==> config.mk <==
export PLATFORM = sky130hd
export DESIGN_NAME = joypad_serial_poll_responder_flat
export DESIGN_NICKNAME = d
export VERILOG_FILES = /design/src/design/jpsp_pkg.sv /design/src/design/jpsp_if.sv /design/src/design/jpsp_in_stage.sv /design/src/design/jpsp_core.sv /design/src/design/jpsp_out_stage.sv /design/src/design/joypad_serial_poll_responder.sv /design/src/flat_wrapper.sv
export SDC_FILE = /design/constraint.sdc
export NUM_CORES = 1
export LEC_CHECK = 0
export BUFFER_PORTS_ARGS = -buffer_cell sky130_fd_sc_hd__buf_2
export CAP_MARGIN = 20
export CORE_UTILIZATION = 52
export CTS_CLUSTER_SIZE = 30
export DETAILED_ROUTE_END_ITERATION = 8
export PLACE_DENSITY_LB_ADDON = 0.05
export SLEW_MARGIN = 20
export SYNTH_ARGS = -nofsm -noshare
export SYNTH_HDL_FRONTEND = slang
export SYNTH_SLANG_ARGS = --single-unit
==> constraint.sdc <==
create_clock -name clock -period 3.6 [get_ports clock]
set_clock_uncertainty 0.15 [all_clocks]
set_input_delay 0.54 -clock clock [delete_from_list [all_inputs] [get_ports clock]]
set_output_delay 0.54 -clock clock [all_outputs]
set_load 0.02 [all_outputs]
==> src/design/jpsp_pkg.sv <==
// ----------------------------------------------------------------------------
// jpsp_pkg
// Shared types and constants for the gamepad serial poll responder.
// ----------------------------------------------------------------------------
package jpsp_pkg;

   localparam int OpcodeWidth  = 3;
   localparam int WriteWidth   = 14;
   localparam int ButtonWidth  = 16;
   localparam int ReadWidth    = 16;
   localparam int ReplyDepth   = 4;
   localparam int PosWidth     = 3;

   typedef enum logic [OpcodeWidth-1:0] {
      OP_WR_DATA = 3'd0,
      OP_RD_DATA = 3'd1,
      OP_WR_CTRL = 3'd2,
      OP_RD_STAT = 3'd3,
      OP_RD_CTRL = 3'd4
   } opcode_type;

   // poll handshake bytes
   localparam logic [7:0] BYTE_START = 8'h01;
   localparam logic [7:0] BYTE_POLL  = 8'h42;
   localparam logic [7:0] PAD_ID     = 8'h5A;
   localparam logic [7:0] BYTE_IDLE  = 8'hFF;

   localparam logic [ReadWidth-1:0] STATUS_BASE = 16'h0005;

   // handshake phases
   localparam logic [1:0] PHASE_IDLE  = 2'd0;
   localparam logic [1:0] PHASE_POLL  = 2'd1;
   localparam logic [1:0] PHASE_CMD   = 2'd2;
   localparam logic [1:0] PHASE_REPLY = 2'd3;

   // control word bits
   localparam int CTRL_SELECT = 0;
   localparam int CTRL_TX_EN  = 1;

   typedef struct packed {
      logic [OpcodeWidth-1:0] opcode;
      logic [WriteWidth-1:0]  write_value;
      logic [ButtonWidth-1:0] buttons;
   } req_item_type;

   typedef struct packed {
      logic                 valid;
      logic [ReadWidth-1:0] value;
   } result_type;

endpackage

==> src/design/jpsp_if.sv <==
// ----------------------------------------------------------------------------
// jpsp_if
// Valid/ready channels for requests and responses.
// ----------------------------------------------------------------------------
interface jpsp_req_if;
   logic        valid;
   logic        ready;
   logic [2:0]  opcode;
   logic [13:0] write_value;
   logic [15:0] buttons;

   modport source (output valid, output opcode, output write_value, output buttons,
                   input ready);
   modport sink   (input valid, input opcode, input write_value, input buttons,
                   output ready);
endinterface

interface jpsp_rsp_if;
   logic        valid;
   logic        ready;
   logic [15:0] read_value;

   modport source (output valid, output read_value, input ready);
   modport sink   (input valid, input read_value, output ready);
endinterface

==> src/design/jpsp_in_stage.sv <==
// ----------------------------------------------------------------------------
// jpsp_in_stage
// Input register: captures one request beat and holds it until it is issued.
// ----------------------------------------------------------------------------
module jpsp_in_stage (
   input  logic                  clock,
   input  logic                  reset,
   jpsp_req_if.sink              req_ch,
   input  logic                  issue,
   output logic                  item_valid,
   output jpsp_pkg::req_item_type item
);
   import jpsp_pkg::*;

   logic         valid_ff, valid_in;
   req_item_type item_ff;

   assign req_ch.ready = !valid_ff || issue;
   assign valid_in     = req_ch.valid || (valid_ff && !issue);

   always_ff @(posedge clock) begin
      if (reset) begin
         valid_ff <= 1'b0;
      end else begin
         valid_ff <= valid_in;
      end
   end

   always_ff @(posedge clock) begin
      if (req_ch.valid && req_ch.ready) begin
         item_ff <= '{opcode: req_ch.opcode, write_value: req_ch.write_value,
                      buttons: req_ch.buttons};
      end
   end

   assign item_valid = valid_ff;
   assign item       = item_ff;

endmodule

==> src/design/jpsp_core.sv <==
// ----------------------------------------------------------------------------
// jpsp_core
// Port state and the single-pass update for one issued access.
// ----------------------------------------------------------------------------
module jpsp_core (
   input  logic                   clock,
   input  logic                   reset,
   input  logic                   issue,
   input  jpsp_pkg::req_item_type item,
   output jpsp_pkg::result_type   result
);
   import jpsp_pkg::*;

   logic [WriteWidth-1:0] ctrl_ff,  ctrl_in;
   logic [1:0]            phase_ff, phase_in;
   logic [PosWidth-1:0]   pos_ff,   pos_in;
   logic [PosWidth-1:0]   len_ff,   len_in;
   logic                  rx_rdy_ff, rx_rdy_in;
   logic                  ack_ff,   ack_in;
   logic [7:0]            reply_ff [ReplyDepth];
   logic [7:0]            reply_in [ReplyDepth];
   logic                  reply_we;

   opcode_type          op;
   logic [7:0]          wr_byte;
   logic [PosWidth-1:0] pos_inc;

   assign op      = opcode_type'(item.opcode);
   assign wr_byte = item.write_value[7:0];
   assign pos_inc = pos_ff + PosWidth'(1);

   always_comb begin
      ctrl_in   = ctrl_ff;
      phase_in  = phase_ff;
      pos_in    = pos_ff;
      len_in    = len_ff;
      rx_rdy_in = rx_rdy_ff;
      ack_in    = ack_ff;
      reply_in  = reply_ff;
      reply_we  = 1'b0;
      result    = '{valid: 1'b0, value: '0};

      case (op)
         OP_WR_DATA: begin
            if (ctrl_ff[CTRL_TX_EN]) begin
               if (wr_byte == BYTE_START) begin
                  phase_in    = PHASE_POLL;
                  reply_we    = 1'b1;
                  reply_in[0] = BYTE_IDLE;
                  len_in      = PosWidth'(1);
                  pos_in      = '0;
                  rx_rdy_in   = 1'b1;
               end else if (phase_ff == PHASE_POLL && wr_byte == BYTE_POLL) begin
                  phase_in = PHASE_CMD;
               end else if (phase_ff == PHASE_CMD) begin
                  phase_in = PHASE_REPLY;
               end else if (phase_ff == PHASE_REPLY) begin
                  reply_we    = 1'b1;
                  reply_in[0] = PAD_ID;
                  reply_in[1] = item.buttons[7:0];
                  reply_in[2] = item.buttons[15:8];
                  reply_in[3] = BYTE_IDLE;
                  len_in      = PosWidth'(ReplyDepth);
                  pos_in      = '0;
                  rx_rdy_in   = 1'b1;
                  phase_in    = PHASE_IDLE;
               end else begin
                  reply_we    = 1'b1;
                  reply_in[0] = BYTE_IDLE;
                  len_in      = PosWidth'(1);
                  pos_in      = '0;
                  rx_rdy_in   = 1'b1;
               end
            end
         end
         OP_RD_DATA: begin
            result.valid = 1'b1;
            if (!rx_rdy_ff) begin
               result.value = {8'h00, BYTE_IDLE};
            end else if (pos_ff >= len_ff || pos_ff[PosWidth-1]) begin
               // reply ran dry
               rx_rdy_in    = 1'b0;
               result.value = {8'h00, BYTE_IDLE};
            end else begin
               result.value = {8'h00, reply_ff[pos_ff[1:0]]};
               pos_in       = pos_inc;
               if (pos_inc >= len_ff) begin
                  rx_rdy_in = 1'b0;
                  ack_in    = 1'b1;
               end
            end
         end
         OP_WR_CTRL: begin
            ctrl_in = item.write_value;
            if (!item.write_value[CTRL_SELECT]) begin
               phase_in = PHASE_IDLE;
               pos_in   = '0;
               len_in   = '0;
               ack_in   = 1'b0;
            end
         end
         OP_RD_STAT: begin
            result.valid = 1'b1;
            result.value = STATUS_BASE | {13'd0, ack_ff, rx_rdy_ff, 1'b0};
         end
         OP_RD_CTRL: begin
            result.valid = 1'b1;
            result.value = {2'b00, ctrl_ff};
         end
         default: begin
         end
      endcase
   end

   always_ff @(posedge clock) begin
      if (reset) begin
         ctrl_ff   <= '0;
         phase_ff  <= PHASE_IDLE;
         pos_ff    <= '0;
         len_ff    <= '0;
         rx_rdy_ff <= 1'b0;
         ack_ff    <= 1'b0;
      end else if (issue) begin
         ctrl_ff   <= ctrl_in;
         phase_ff  <= phase_in;
         pos_ff    <= pos_in;
         len_ff    <= len_in;
         rx_rdy_ff <= rx_rdy_in;
         ack_ff    <= ack_in;
      end
   end

   always_ff @(posedge clock) begin
      if (issue && reply_we) begin
         reply_ff <= reply_in;
      end
   end

endmodule

==> src/design/jpsp_out_stage.sv <==
// ----------------------------------------------------------------------------
// jpsp_out_stage
// Result register driving the response channel.
// ----------------------------------------------------------------------------
module jpsp_out_stage (
   input  logic                 clock,
   input  logic                 reset,
   input  logic                 load,
   input  jpsp_pkg::result_type result,
   output logic                 busy,
   jpsp_rsp_if.source           rsp_ch
);
   import jpsp_pkg::*;

   logic                 valid_ff, valid_in;
   logic [ReadWidth-1:0] value_ff;

   assign valid_in = (load && result.valid) || (valid_ff && !rsp_ch.ready);

   always_ff @(posedge clock) begin
      if (reset) begin
         valid_ff <= 1'b0;
      end else begin
         valid_ff <= valid_in;
      end
   end

   always_ff @(posedge clock) begin
      if (load && result.valid) begin
         value_ff <= result.value;
      end
   end

   // register cannot take a new beat while an old one is stalled
   assign busy              = valid_ff && !rsp_ch.ready;
   assign rsp_ch.valid      = valid_ff;
   assign rsp_ch.read_value = value_ff;

endmodule

==> src/design/joypad_serial_poll_responder.sv <==
// ----------------------------------------------------------------------------
// joypad_serial_poll_responder
// Gamepad port register model answering data, control and status accesses.
// ----------------------------------------------------------------------------
// One access is taken every cycle while the response side is not stalled. An
// accepted beat is held in the input register and is applied to the port
// state in a single combinational pass when it issues. A read's result is
// captured in the result register, which drives the response channel.
// Writes give no response. Throughput is bounded only by the response side.
// A stalled response holds the input register, after which requests back up.
module joypad_serial_poll_responder (
   input  logic      clock,
   input  logic      reset,
   jpsp_req_if.sink  req_ch,
   jpsp_rsp_if.source rsp_ch
);
   import jpsp_pkg::*;

   logic         item_valid;
   logic         issue;
   logic         out_busy;
   req_item_type item;
   result_type   result;

   assign issue = item_valid && !out_busy;

   jpsp_in_stage u_in_stage (
      .clock      (clock),
      .reset      (reset),
      .req_ch     (req_ch),
      .issue      (issue),
      .item_valid (item_valid),
      .item       (item)
   );

   jpsp_core u_core (
      .clock  (clock),
      .reset  (reset),
      .issue  (issue),
      .item   (item),
      .result (result)
   );

   jpsp_out_stage u_out_stage (
      .clock  (clock),
      .reset  (reset),
      .load   (issue),
      .result (result),
      .busy   (out_busy),
      .rsp_ch (rsp_ch)
   );

endmodule

==> src/flat_wrapper.sv <==
// flat-port wrapper written by rule: the top's interface ports become plain ports
module joypad_serial_poll_responder_flat import jpsp_pkg::*;
  (clock, reset, req_ch_valid, req_ch_opcode, req_ch_write_value, req_ch_buttons, req_ch_ready, rsp_ch_valid, rsp_ch_read_value, rsp_ch_ready);
  jpsp_req_if req_ch_i ();
  jpsp_rsp_if rsp_ch_i ();
  input  logic clock;
  input  logic reset;
  input wire logic [$bits(req_ch_i.valid)-1:0] req_ch_valid;
  input wire logic [$bits(req_ch_i.opcode)-1:0] req_ch_opcode;
  input wire logic [$bits(req_ch_i.write_value)-1:0] req_ch_write_value;
  input wire logic [$bits(req_ch_i.buttons)-1:0] req_ch_buttons;
  output wire logic [$bits(req_ch_i.ready)-1:0] req_ch_ready;
  output wire logic [$bits(rsp_ch_i.valid)-1:0] rsp_ch_valid;
  output wire logic [$bits(rsp_ch_i.read_value)-1:0] rsp_ch_read_value;
  input wire logic [$bits(rsp_ch_i.ready)-1:0] rsp_ch_ready;
  assign req_ch_i.valid = req_ch_valid;
  assign req_ch_i.opcode = req_ch_opcode;
  assign req_ch_i.write_value = req_ch_write_value;
  assign req_ch_i.buttons = req_ch_buttons;
  assign req_ch_ready = req_ch_i.ready;
  assign rsp_ch_valid = rsp_ch_i.valid;
  assign rsp_ch_read_value = rsp_ch_i.read_value;
  assign rsp_ch_i.ready = rsp_ch_ready;
  joypad_serial_poll_responder u_core (.clock(clock), .reset(reset), .req_ch(req_ch_i), .rsp_ch(rsp_ch_i));
endmodule
Yosys cells after proc, flatten, opt, wreduce, memory -nomap -nowiden
Cells that the tools add are included.

cells by class
  magnitude comparators = 3
  shifts and indexed selects = 0
  reductions and logical operators = 26
  div/mod/pow operators = 0
  multiply operators = 0
  mux-type cells = 44
  add/sub/neg operators = 1
  equal/unequal tests = 18
  bitwise gates (word level) = 4

operator list
  cell                                                             count
  32-bit 2-to-1 mux                                                2
  17-bit one-hot mux with 3 select lines                           1
  8-bit 2-to-1 mux                                                 5
  3-bit 2-to-1 mux                                                 12
  24-bit 2-to-1 mux                                                1
  8-bit binary-select mux with 2-bit select                        1
  5-bit AND reduction                                              3
  1-bit 2-to-1 mux                                                 12
  2-bit 2-to-1 mux                                                 6
  2-bit != test, second input constant                             6
  3-bit one-hot mux with 3 select lines                            1
  8-bit by 1-bit == test with 1-bit output, second input constant  1
  8-bit by 7-bit == test with 1-bit output, second input constant  1
  8-bit AND reduction                                              1
  1-bit logical AND                                                7
  7-bit AND reduction                                              1
  3-bit by 2-bit == test with 1-bit output, second input constant  2
  3-bit >= comparator                                              2
  3-bit != test, second input constant                             2
  3-bit one-hot mux with 2 select lines                            1
  6-bit AND reduction                                              1
  5-bit != test, second input constant                             1
  2-bit == test, second input constant                             2
  1-bit logical NOT                                                4
  other kinds (14)                                                 20

storage, ports and cells
  register bits after elaboration = 98
  RAM bits = 0
  output and inout port bits = 18
  latch bits = 0
  ROM bits = 0
  memories kept = 0

Longest topological paths before layout
  depth after elaboration = 9
  mapped depth = 8

Cells and area by module
From an unflattened synthesis, not the netlist that was laid out.

unflattened totals
  cells, all modules = 291
  area, all modules = 3667.3 um2

by module, submodules not included
  module                        cells an instance  area each (um2)  instances
  jpsp_core                     232                2074.5           1
  jpsp_in_stage                 38                 1046.0           1
  jpsp_out_stage                20                 533.0            1
  joypad_serial_poll_responder  1                  13.8             1

Worst setup path before layout
No wires, ideal clock.

  path kind = register -> register
  start point = reg u_core.u_in_stage.item_ff, in the netlist u_core.u_in_stage.item[19]
  end point = reg u_core.u_core.reply_ff[10] (netlist name), enable pin
  period minus slack after synthesis = 3.020 ns
  setup time = 0.387 ns
  cell stages (with the launch flop) = 7
  arrival = 2.484 ns
  slack = 0.580 ns
  required time = 3.063 ns
  path through = edfxtp_1 -> or4_1 -> buf_2 -> o31ai_4 -> nand2_2 -> or3_4 -> nor3_2

on the way
  word-level cells in the longest chain between the ends = 8
  elaborated cells on any way between the ends = 11
  those cells by class = 2 x eq/ne; 4 x mux; 2 x bitwise; 3 x reduce/logical

RTL lines
  what                                      RTL line             RTL
  from (decl)                               jpsp_in_stage.sv:16  req_item_type item_ff;
  from (signal assigned)                    jpsp_in_stage.sv:31  item_ff <= '{opcode: req_ch.opcode, write_value: req_ch.write_value,
  8-bit by 7-bit == test with 1-bit output  jpsp_core.sv:53      end else if (phase_ff == PHASE_POLL && wr_byte == BYTE_POLL) begin
  1-bit logical AND                         jpsp_core.sv:53
  1-bit 2-to-1 mux                          jpsp_core.sv:53
  1-bit 2-to-1 mux                          jpsp_core.sv:46      if (wr_byte == BYTE_START) begin
  1-bit 2-to-1 mux                          jpsp_core.sv:45      if (ctrl_ff[CTRL_TX_EN]) begin
  1-bit 2-to-1 mux                          jpsp_core.sv:43      case (op)
  1-bit logical AND                         jpsp_core.sv:134     if (issue && reply_we) begin
  7-bit AND reduction (no source line) (*)  -
  to (signal assigned)                      jpsp_core.sv:135     reply_ff <= reply_in;
  to (decl)                                 jpsp_core.sv:20      logic [7:0] reply_ff [ReplyDepth];

Mark *: on every way between the ends. The rest lies on a longest branch, timed or not.
A chain may end at the register's enable or synchronous reset.

Worst setup path after layout
  start point = reg u_core.u_core.pos_ff[0]
  end point = reg u_core.u_core.pos_ff[0]

on the way
  word-level cells in the longest chain between the ends = 4
  elaborated cells on any way between the ends = 8
  those cells by class = 1 x add/sub; 1 x order compare; 1 x eq/ne; 3 x mux; 2 x reduce/logical

RTL lines
  what                                                                                  RTL line                          RTL
  from (decl)                                                                           jpsp_core.sv:16                   logic [PosWidth-1:0] pos_ff, pos_in;
  from (signal assigned)                                                                jpsp_core.sv:126                  pos_ff <= pos_in;
  3-bit by 1-bit adder with 3-bit output / 3-bit >= comparator (equally long branches)  jpsp_core.sv:30, jpsp_core.sv:80
  3-bit 2-to-1 mux / 1-bit logical OR (equally long branches)                           jpsp_core.sv:80                   end else if (pos_ff >= len_ff || pos_ff[PosWidth-1]) begin
  3-bit 2-to-1 mux / 2-bit != test (equally long branches)                              -
  3-bit one-hot mux with 3 select lines / 8-bit AND reduction (equally long branches)   -

Parallel ways exist; a longest one is shown, timed or not. The select of a mux whose other input is x is not followed.

==> run summary <==
* Worst R2R End: u_core.u_core.pos_ff[0]
* slowest stage cell on the critical path: dfxtp_1
* share of synthesized registers carrying an async set or reset: 0
* Seq cells post-synth: 89
* H-tree depth: 3
* total detailed-routing wirelength: 6470 um
* Detailed Route Iter0 Violations: 123
* signed area change from the synthesized netlist to the final layout: 14.8%
* horizontal die dimension: 85.8 um
* PortBufs: 52
* fraction of layout cells with a size suffix above 1: 0.248
* share of the yosys chip area belonging to registers: 0.666
* minimum setup slack in the final design: 733 ps
* total routing resource utilization after global routing: 0.195
* Reg2Reg Depth: 7
* CTS tree: done
* vias per inst: 5.23
* total global routing overflow: 0
* Crit Path Class: flop to flop
* power per cell area: 452 nW/um^2
* min-delay src: req_ch_opcode[2]
* clock-pin slew on the worst setup and hold paths: 90 ps
* setup slack on the worst flop-to-flop path: 730 ps
* maximum single-stage delay on the critical path: 580 ps
* Worst VDD drop: 0.000289 V
* global-route wire length before repair: 10400 um
* measured slew at the worst slew-check pin: 641 ps
* Final Cycle Share: 0.796
* count of different cell masters after synthesis: 48
* worst slack at placement: 753 ps
* 1st-pass router iterations: 4
* layout net count: 372
* result of the run: finished, final reports clean
* most instantiated library cell after synthesis: edfxtp_1
* setup repair after global routing missed its margin: no
* Post-CTS Repair Setup Buffers: 0
* total number of vias: 2255
* number of buffers on the longest clock path: 2
* post_cts resized: 0
* buffer cell driving the clock tree root: clkbuf_8
* overall die height: 85.8 um
* TNS Setup: 0 ps
* cells taking the most area after synthesis: edfxtp_1 53%, dfxtp_1 13%, mux2i_1 5.2%
* initial antenna violation count: 0
* Static Leak: 1.56 nW
* most frequently used flop master after synthesis: edfxtp_1
* Max-slew headroom: 0.573
* number of diodes added for antenna fixing: 0
* Hold EP: u_core.u_in_stage.item[32]
* mean routed wirelength per cell: 15.0 um
* IO Count: 55
* top post-synthesis cells by count: 65 x edfxtp_1, 25 x nor2_1, 24 x dfxtp_1, 19 x a21oi_1, 19 x mux2i_1
* number of antenna-violating nets in the routed design: 0
* Cells after Synth: 274
* worst-path fanout max: 12
* Hold Crit Class: input port to flop
* clock tree sinks: 89
* Worst-Skew Late Latency: 350 ps
* floorplan row count: 30
* Critical Path RT: 3690 ps
* HPWL Detailed: 4430 um
* maximum number of pins on one net before global-route repair: 34
* final weighted congestion of routability-driven global placement: 0.822
* arrival time of the worst setup path: 2960 ps
* worst reg2reg startpoint: u_core.u_core.pos_ff[0]
* CTS hold repair buffers: 0
* Maximum Capacitance Violations: 0
* Yosys Warn Count: 0
* Die Outline Area: 7360 sq um
* core area: 6790 sq um
* Fmax: 0.349 GHz
* Crit. End Element: flop
* clock period minus worst slack: 2870 ps
* number of hold violations in the final report: 0
* Netlist Area Pre-Place: 3650 sq um
* Post-synth EDFFs: 65
* count of pins over their slew limit: 0
* category of the worst setup path launch point: flop
* endpoints failing setup: 0
* count of unresolved DRC violations after routing: 0
* number of global-route vias before repair: 2148
* Critical Path, Cell by Cell: inv_1 > ha_1 > or3b_1 > a211oi_1 > o221ai_1 > nor2_1 > mux2_2
* TritonCTS Buffers: 9
* cell accounting for the most synthesized area: edfxtp_1
* synthesized area per cell: 13.3 sq um
* cell count of the worst hold path: 1
* Initial Util: 0.538
* share of the synthesized area in the top cell type: 0.534
[state kept, by name, summed over array words and instances, names as in the netlist]
name and cells:
u_core.u_out_stage.rsp_ch.valid 1, u_core.u_core.len_ff 2, u_core.u_in_stage.item 33, u_core.u_out_stage.rsp_ch.read_value 14
u_core.u_core.rx_rdy_ff 1, u_core.u_core.ctrl_ff 14, u_core.u_core.reply_ff 18, u_core.u_core.phase_ff 2
u_core.u_core.pos_ff 3, u_core.u_in_stage.item_valid 1
[how the worst max path moves through the flow]
stage | cells after the start | startpoint | endpoint
after floorplan | 6 | u_core.u_in_stage.item[19] | u_core.u_core.reply_ff[10]
after global placement | 7 | u_core.u_core.pos_ff[0] | u_core.u_core.pos_ff[0]
after detailed placement | 7 | u_core.u_core.pos_ff[0] | u_core.u_core.pos_ff[0]
after CTS | 7 | u_core.u_core.pos_ff[0] | u_core.u_core.pos_ff[0]
after global routing | 7 | u_core.u_core.pos_ff[0] | u_core.u_core.pos_ff[0]
final | 7 | u_core.u_core.pos_ff[0] | u_core.u_core.pos_ff[0]
[layout make-up]
class / instances / area (sq um)
sequential: 89 / 2430
multi-input combinational: 161 / 1100
clock buffer: 10 / 128
timing repair buffer: 57 / 298
inverter: 12 / 45.0
tap: 96 / 120
clock inverter: 6 / 66.3
fill: 567 / 2600
[layer usage]
metal / up-vias / wire length [um] / global-route usage
met3: 10 / 213 / 0.0385
met2: 52 / 3110 / 0.306
li1: 1109 / - / -
met5: - / 0 / 0
met1: 1084 / 3030 / 0.264
met4: 0 / 121 / 0.0894
[cells in the final DEF, fill, tap and decap left out, types with 2 or more instances in the layout]
cell and instances:
edfxtp_1 65, buf_2 52, nor2_1 25, dfxtp_1 24, a21oi_1 19, mux2i_1 19
inv_1 12, nand2b_1 11, nand2_1 9, clkbuf_8 9, and2_1 8, o22ai_1 7
a21o_1 5, o21ai_0 5, ha_1 5, buf_4 5, nor2b_1 4, nor3_1 4
nor3b_1 3, nand3b_1 3, a22o_1 2, a211oi_1 2, and2b_2 2, or3_1 2
nand3_1 2, a211o_1 2, conb_1 2
[worst max-delay path: cells and delay by family (launching register included)]
kind | cells | cell delay [ps]
AOI/OAI and AO/OA | 2 | 620
adders and majority gates | 1 | 320
buffers and inverters | 1 | 140
DFF | 1 | 580
muxes | 1 | 350
and+or+nand+nor | 2 | 610
[stage by stage]
stage / hold slack (ps) / utilization / instances / area (sq um) / total power, W
floorplan: 250 / - / 275 / 3660 / 0.00121
global placement: 258 / 0.589 / 415 / 4000 / 0.00125
detailed placement: 255 / 0.589 / 415 / 4000 / 0.00125
CTS: 193 / 0.617 / 431 / 4190 / 0.00192
global route: 185 / 0.617 / 431 / 4190 / 0.00196
finish: 205 / 0.617 / 431 / 4190 / 0.00189
[cells by family (layout without fill, tap and decap cells)]
kind of cell               count (synthesis)  after routing  share of synthesized area
DFF                                       89             89                      0.666
and+or+nand+nor                           82             82                      0.131
xor gates and xnor gates                   1              1                    0.00240
adders and majority gates                  5              5                     0.0171
muxes                                     20             20                     0.0552
AOI/OAI and AO/OA                         51             51                     0.0949
other                                      1              2                    0.00103
buffers and inverters                     25             85                     0.0329
[power by group]
| group | total [W] | switching [W] | internal (W) |
|---|---|---|---|
| clock network | 0.000669 | 0.000344 | 0.000325 |
| logic | 0.0000798 | 0.0000468 | 0.0000330 |
| registers | 0.00115 | 0.0000156 | 0.00113 |
| total | 0.00189 | 0.000407 | 0.00149 |
Power figures use the tool's default switching activity.
